`src/rtl/crn_pkg.sv`:
```
`timescale 1ns / 1ps

package crn_pkg;

    localparam int SAMPLE_W   = 16;
    localparam int PTR_W      = 8;
    localparam int SPAN       = 256;
    localparam int POW_W      = 32;
    localparam int SUM_W      = 40;
    localparam int POS_W      = 16;
    localparam int D_W        = 9;
    localparam int SQ_W       = 31;
    localparam int A_W        = 39;
    localparam int FRAC_SHIFT = 31;
    localparam int DIVD_W     = A_W + FRAC_SHIFT;
    localparam int CNT_W      = 7;
    localparam int DIV_STEPS  = DIVD_W;
    localparam int SQRT_STEPS = 32;
    localparam int ADDR_W     = 3;

    localparam logic [7:0] GUARD_RESET  = 8'd2;
    localparam logic [7:0] WINDOW_RESET = 8'd16;

    // Register select is address bit 2 (one 32-bit word per register).
    localparam logic REG_GUARD  = 1'b0;
    localparam logic REG_WINDOW = 1'b1;

    localparam logic [1:0] STAT_NORM  = 2'd0;
    localparam logic [1:0] STAT_PASS  = 2'd1;
    localparam logic [1:0] STAT_NOREF = 2'd2;
    localparam logic [1:0] STAT_ZERO  = 2'd3;

    typedef struct packed {
        logic signed [SAMPLE_W-1:0] sample_re;
        logic signed [SAMPLE_W-1:0] sample_im;
        logic                       first_of_line;
    } in_t;

    typedef struct packed {
        logic signed [31:0] norm_re;
        logic signed [31:0] norm_im;
        logic [1:0]         cfar_status;
    } out_t;

    typedef enum logic [3:0] {
        S_IDLE,
        S_SQ_RE,
        S_SQ_IM,
        S_WRITE,
        S_RD_ADD,
        S_RD_SUB,
        S_SUM_SUB,
        S_CLASSIFY,
        S_MUL_A,
        S_DIV_INIT,
        S_DIV,
        S_SQRT_INIT,
        S_SQRT,
        S_STORE,
        S_DONE
    } ctrl_state_t;

    typedef enum logic [3:0] {
        OP_NONE,
        OP_LOAD,
        OP_SQ_RE,
        OP_SQ_IM,
        OP_WRITE,
        OP_RD_ADD,
        OP_RD_SUB,
        OP_SUM_SUB,
        OP_CLASSIFY,
        OP_MUL_A,
        OP_DIV_INIT,
        OP_DIV_STEP,
        OP_SQRT_INIT,
        OP_SQRT_STEP,
        OP_STORE,
        OP_OUTPUT
    } dp_op_t;

    typedef struct packed {
        dp_op_t op;
        logic   part_im;
    } cmd_t;

    typedef struct packed {
        logic normalize;
        logic iter_last;
        logic out_busy;
    } stat_t;

endpackage

```
`src/rtl/crn_ctrl.sv`:
```
`timescale 1ns / 1ps

module crn_ctrl (
    input  logic          aclk,
    input  logic          aresetn,
    input  logic          s_valid,
    output logic          s_ready,
    input  crn_pkg::stat_t stat,
    output crn_pkg::cmd_t  cmd
);

    crn_pkg::ctrl_state_t state_reg, state_next;
    logic                 part_reg, part_next;

    always_ff @(posedge aclk) begin
        if (!aresetn) begin
            state_reg <= crn_pkg::S_IDLE;
            part_reg  <= 1'b0;
        end else begin
            state_reg <= state_next;
            part_reg  <= part_next;
        end
    end

    always_comb begin
        state_next  = state_reg;
        part_next   = part_reg;
        s_ready     = 1'b0;
        cmd.op      = crn_pkg::OP_NONE;
        cmd.part_im = part_reg;
        case (state_reg)
            crn_pkg::S_IDLE: begin
                s_ready = 1'b1;
                if (s_valid) begin
                    cmd.op     = crn_pkg::OP_LOAD;
                    state_next = crn_pkg::S_SQ_RE;
                end
            end
            crn_pkg::S_SQ_RE: begin
                cmd.op     = crn_pkg::OP_SQ_RE;
                state_next = crn_pkg::S_SQ_IM;
            end
            crn_pkg::S_SQ_IM: begin
                cmd.op     = crn_pkg::OP_SQ_IM;
                state_next = crn_pkg::S_WRITE;
            end
            crn_pkg::S_WRITE: begin
                cmd.op     = crn_pkg::OP_WRITE;
                state_next = crn_pkg::S_RD_ADD;
            end
            crn_pkg::S_RD_ADD: begin
                cmd.op     = crn_pkg::OP_RD_ADD;
                state_next = crn_pkg::S_RD_SUB;
            end
            crn_pkg::S_RD_SUB: begin
                cmd.op     = crn_pkg::OP_RD_SUB;
                state_next = crn_pkg::S_SUM_SUB;
            end
            crn_pkg::S_SUM_SUB: begin
                cmd.op     = crn_pkg::OP_SUM_SUB;
                state_next = crn_pkg::S_CLASSIFY;
            end
            crn_pkg::S_CLASSIFY: begin
                cmd.op     = crn_pkg::OP_CLASSIFY;
                part_next  = 1'b0;
                state_next = stat.normalize ? crn_pkg::S_MUL_A : crn_pkg::S_DONE;
            end
            crn_pkg::S_MUL_A: begin
                cmd.op     = crn_pkg::OP_MUL_A;
                state_next = crn_pkg::S_DIV_INIT;
            end
            crn_pkg::S_DIV_INIT: begin
                cmd.op     = crn_pkg::OP_DIV_INIT;
                state_next = crn_pkg::S_DIV;
            end
            crn_pkg::S_DIV: begin
                cmd.op = crn_pkg::OP_DIV_STEP;
                if (stat.iter_last) begin
                    state_next = crn_pkg::S_SQRT_INIT;
                end
            end
            crn_pkg::S_SQRT_INIT: begin
                cmd.op     = crn_pkg::OP_SQRT_INIT;
                state_next = crn_pkg::S_SQRT;
            end
            crn_pkg::S_SQRT: begin
                cmd.op = crn_pkg::OP_SQRT_STEP;
                if (stat.iter_last) begin
                    state_next = crn_pkg::S_STORE;
                end
            end
            crn_pkg::S_STORE: begin
                cmd.op = crn_pkg::OP_STORE;
                if (part_reg) begin
                    state_next = crn_pkg::S_DONE;
                end else begin
                    part_next  = 1'b1;
                    state_next = crn_pkg::S_MUL_A;
                end
            end
            crn_pkg::S_DONE: begin
                if (!stat.out_busy) begin
                    cmd.op     = crn_pkg::OP_OUTPUT;
                    state_next = crn_pkg::S_IDLE;
                end
            end
            default: begin
                state_next = crn_pkg::S_IDLE;
            end
        endcase
    end

endmodule

```
`config.mk`:
```
export PLATFORM = sky130hd
export DESIGN_NAME = crn_ctrl
export DESIGN_NICKNAME = d
export VERILOG_FILES = /design/src/rtl/crn_pkg.sv /design/src/rtl/crn_ctrl.sv
export SDC_FILE = /design/constraint.sdc
export NUM_CORES = 1
export LEC_CHECK = 0
export BUFFER_PORTS_ARGS = -buffer_cell sky130_fd_sc_hd__buf_4
export CORE_MARGIN = 2
export CORE_UTILIZATION = 30
export DETAILED_ROUTE_END_ITERATION = 6
export GPL_ROUTABILITY_DRIVEN = 0
export PLACE_DENSITY_LB_ADDON = 0.12
export SLEW_MARGIN = 20
export SYNTH_ARGS = -nofsm -noshare
export SYNTH_HDL_FRONTEND = slang
export SYNTH_SLANG_ARGS = --single-unit
```
`constraint.sdc`:
```
create_clock -name aclk -period 1.75 [get_ports aclk]
set_input_delay 0.175 -clock aclk [delete_from_list [all_inputs] [get_ports aclk]]
set_output_delay 0.175 -clock aclk [all_outputs]
set_load 0.02 [all_outputs]
```
==> out/results.tsv <==
stage	metric	value	unit
worst_setup_path	r2r-start	state_reg[1]$_SDFFE_PN0P_	
synth	synth.distinct_cells	29	
worst_setup_path	crit_path_start	state_reg[1]$_SDFFE_PN0P_	
finish	fin_util	38.4	%
finish	final_common_cell	buf_4	
global_routing	grt_pass1_wl	1.78	mm
placed_design	dp_hpwl	720	um
synth	synth_area	458	um2
timing	drv_slew	0	
timing	worst_pin_slew	0.315	ns
clocking	path_clk_slew	0.04	ns
power_and_ir_drop	p_per_area	678	mW/mm2
placed_design	placedInstanceArea	536	um2
timing	final.setup.tns	0	ns
clocking	cts_tree	yes	
timing	hold_violations	0	
power_and_ir_drop	power_frac_comb	28.0	%
detailed_routing	post-route-drc-count	0	
floorplanning	core	0.00147	mm2
detailed_routing	detail-route-antenna-nets	0	
timing	finalSetupViolations	0	
worst_setup_path	end_kind	output pin	
global_routing	antenna_found_initial	0	
run	cap_viol_max_count	0	
clocking	worstSkewPairLatency	0.24	ns
floorplanning	fp-row-count	14	
worst_setup_path	critPathLaunchType	register	
clocking	cts_made_buffers	3	
global_routing	grt_max_degree	19	
floorplanning	die_area	0.00186	mm2
power_and_ir_drop	pwr-share-clk	35.5	%
synth	yosys.area.top_type	dfxtp_1	
hold_path	hp-start	aresetn	
detailed_routing	routedWlPerCell	12.5	um
detailed_routing	via_per_inst	5.42	
hold_path	worstHoldPathType	in2reg	
global_routing	grt_usage	12.9	%
finish	syn2layout_area_growth	23.5	%
timing	rsz0062_at_grt	false	
worst_setup_path	crit_arrival	1.42	ns
worst_setup_path	worst_ep_required_time	1.57	ns
clocking	clock-root-buffer	clkbuf_4	
synth	netlist_top_cells_area	dfxtp_1 (22%), a21oi_1 (7.7%), buf_2 (5.5%), nor4_4 (4.6%), o21ai_1 (4.4%)	
synth	ys_seq_area_share	21.9	%
finish	fin_nets	77	
synth	syn_area_per_cell	7.63	um2
synth	synth_fp_nets	66	
timing	period_share	91.4	%
timing	max-slew-margin-rel	79.0	%
clocking	cts_hold_buf	0	
floorplanning	io_pins	12	
worst_setup_path	crit_path_max_fanout	7	
timing	fmax	0.625	GHz
finish	layout_common_cells	buf_4 (13), a21oi_1 (7), nand2_1 (5), o21ai_1 (4)	
finish	diodes	0	
worst_setup_path	criticalPathCategory	reg2out	
synth	synthCells	60	
detailed_routing	wirelength	1.08	mm
power_and_ir_drop	leakage	0.224	nW
placed_design	io_buffer_count	11	
timing	min_period	1.60	ns
finish	drive_gt1_share	35.7	%
detailed_routing	vias	466	
finish	fin_cells	86	
global_routing	grt_overflow	0	
outcome	status	completed	
power_and_ir_drop	sw_frac_of_total	32.4	%
finish	final_area	566	um2
detailed_routing	drt-pass1-iter-count	3	
finish	largest_reg_flops	4	
floorplanning	die_y	43.1	um
synth	yosysWarnings	0	
clocking	numClockSinks	5	
clocking	htree_num_levels	1	
power_and_ir_drop	seqPwrFrac	36.5	%
floorplanning	die_x	43.1	um
power_and_ir_drop	p_total	0.384	mW
power_and_ir_drop	p_int	0.259	mW
clocking	clk_path_buf_depth	2	
global_routing	grt_pass1_vias	399	
floorplanning	initial_core_util	31.1	%
synth	ys_ff_latch	5	
detailed_routing	drt_iter0_markers	11	
placed_design	placed_cells	82	
power_and_ir_drop	p_switching	0.124	mW
power_and_ir_drop	ir_drop	0.267	mV
timing	final.setup_skew	0.00108	ns
synth	netlist.area_leader.share	21.9	%
metrics by stage:
stage	worst slack, ns	hold WS (ns)
floorplan	0.252	0.325
global placement	0.305	0.467
detailed placement	0.319	0.474
CTS	0.0813	0.216
global route	0.0361	0.215
finish	0.151	0.210
worst paths after layout:
check	endpoint	slack [ns]	cells after the start
max	cmd[2]	0.15	4
min	state_reg[2]$_SDFFE_PN0P_	0.21	3
min reg2reg	part_reg$_SDFFE_PN0P_	0.54	2
max reg2reg	state_reg[1]$_SDFFE_PN0P_	0.41	4
Yosys cell counts (all sizes together):
library cell  count
a211oi            1
a21bo             1
a21boi            1
a21oi             7
a311oi            1
a31oi             2
a41o              1
a41oi             1
and3              3
buf               7
dfxtp             5
inv               3
mux2              1
mux2i             1
nand2             5
nand2b            2
nand3             1
nand4             2
nand4b            2
nor2              2
nor2b             1
nor4              2
o2111ai           1
o21ai             6
or2b              1
worst max-delay path, cell delays in order, from the launching register on:
cell,delay (ns)
dfxtp_1,0.50
inv_1,0.22
a31oi_1,0.17
mux2_2,0.16
buf_4,0.13
power by group through the flow:
stage                     Sequential, mW  Combinational, mW  Clock, mW
after floorplan                    0.126             0.0827          0
final                              0.140              0.108      0.136
after global placement             0.143              0.108          0
after CTS                          0.140              0.108      0.140
after detailed placement           0.142              0.108          0
after global routing               0.143              0.117      0.144
what timing repair did:
item | in CTS | in global routing
gates resized for setup | 0 | 3
endpoints found under the hold margin | 0 | 0
buffers inserted | 0 | 0
setup endpoints to repair | 0 | 3
kinds of logic (layout without fill, tap and decap cells):
kind of cell,count (synthesis),count (layout),synth area share [%]
buffers and inverters,10,20,11.2
AND/OR/NAND/NOR,21,21,29.2
flip-flops,5,5,21.9
multiplexers,2,2,4.64
AO/OA/AOI/OAI,22,22,33.1
cell type report:
| type | count | area, um2 |
|---|---|---|
| fill | 162 | 906 |
| multi-input combinational | 45 | 307 |
| sequential | 5 | 104 |
| timing repair buffer | 13 | 97.6 |
| clock buffer | 4 | 26.3 |
| tap | 16 | 20.0 |
| inverter | 3 | 11.3 |
routing by layer:
layer,GRT usage (%),wire (um)
met1,17.9,518
met2,17.3,509
met4,3.64,0
met3,6.38,47
met5,0,0
(Power assumes the default switching activity.)
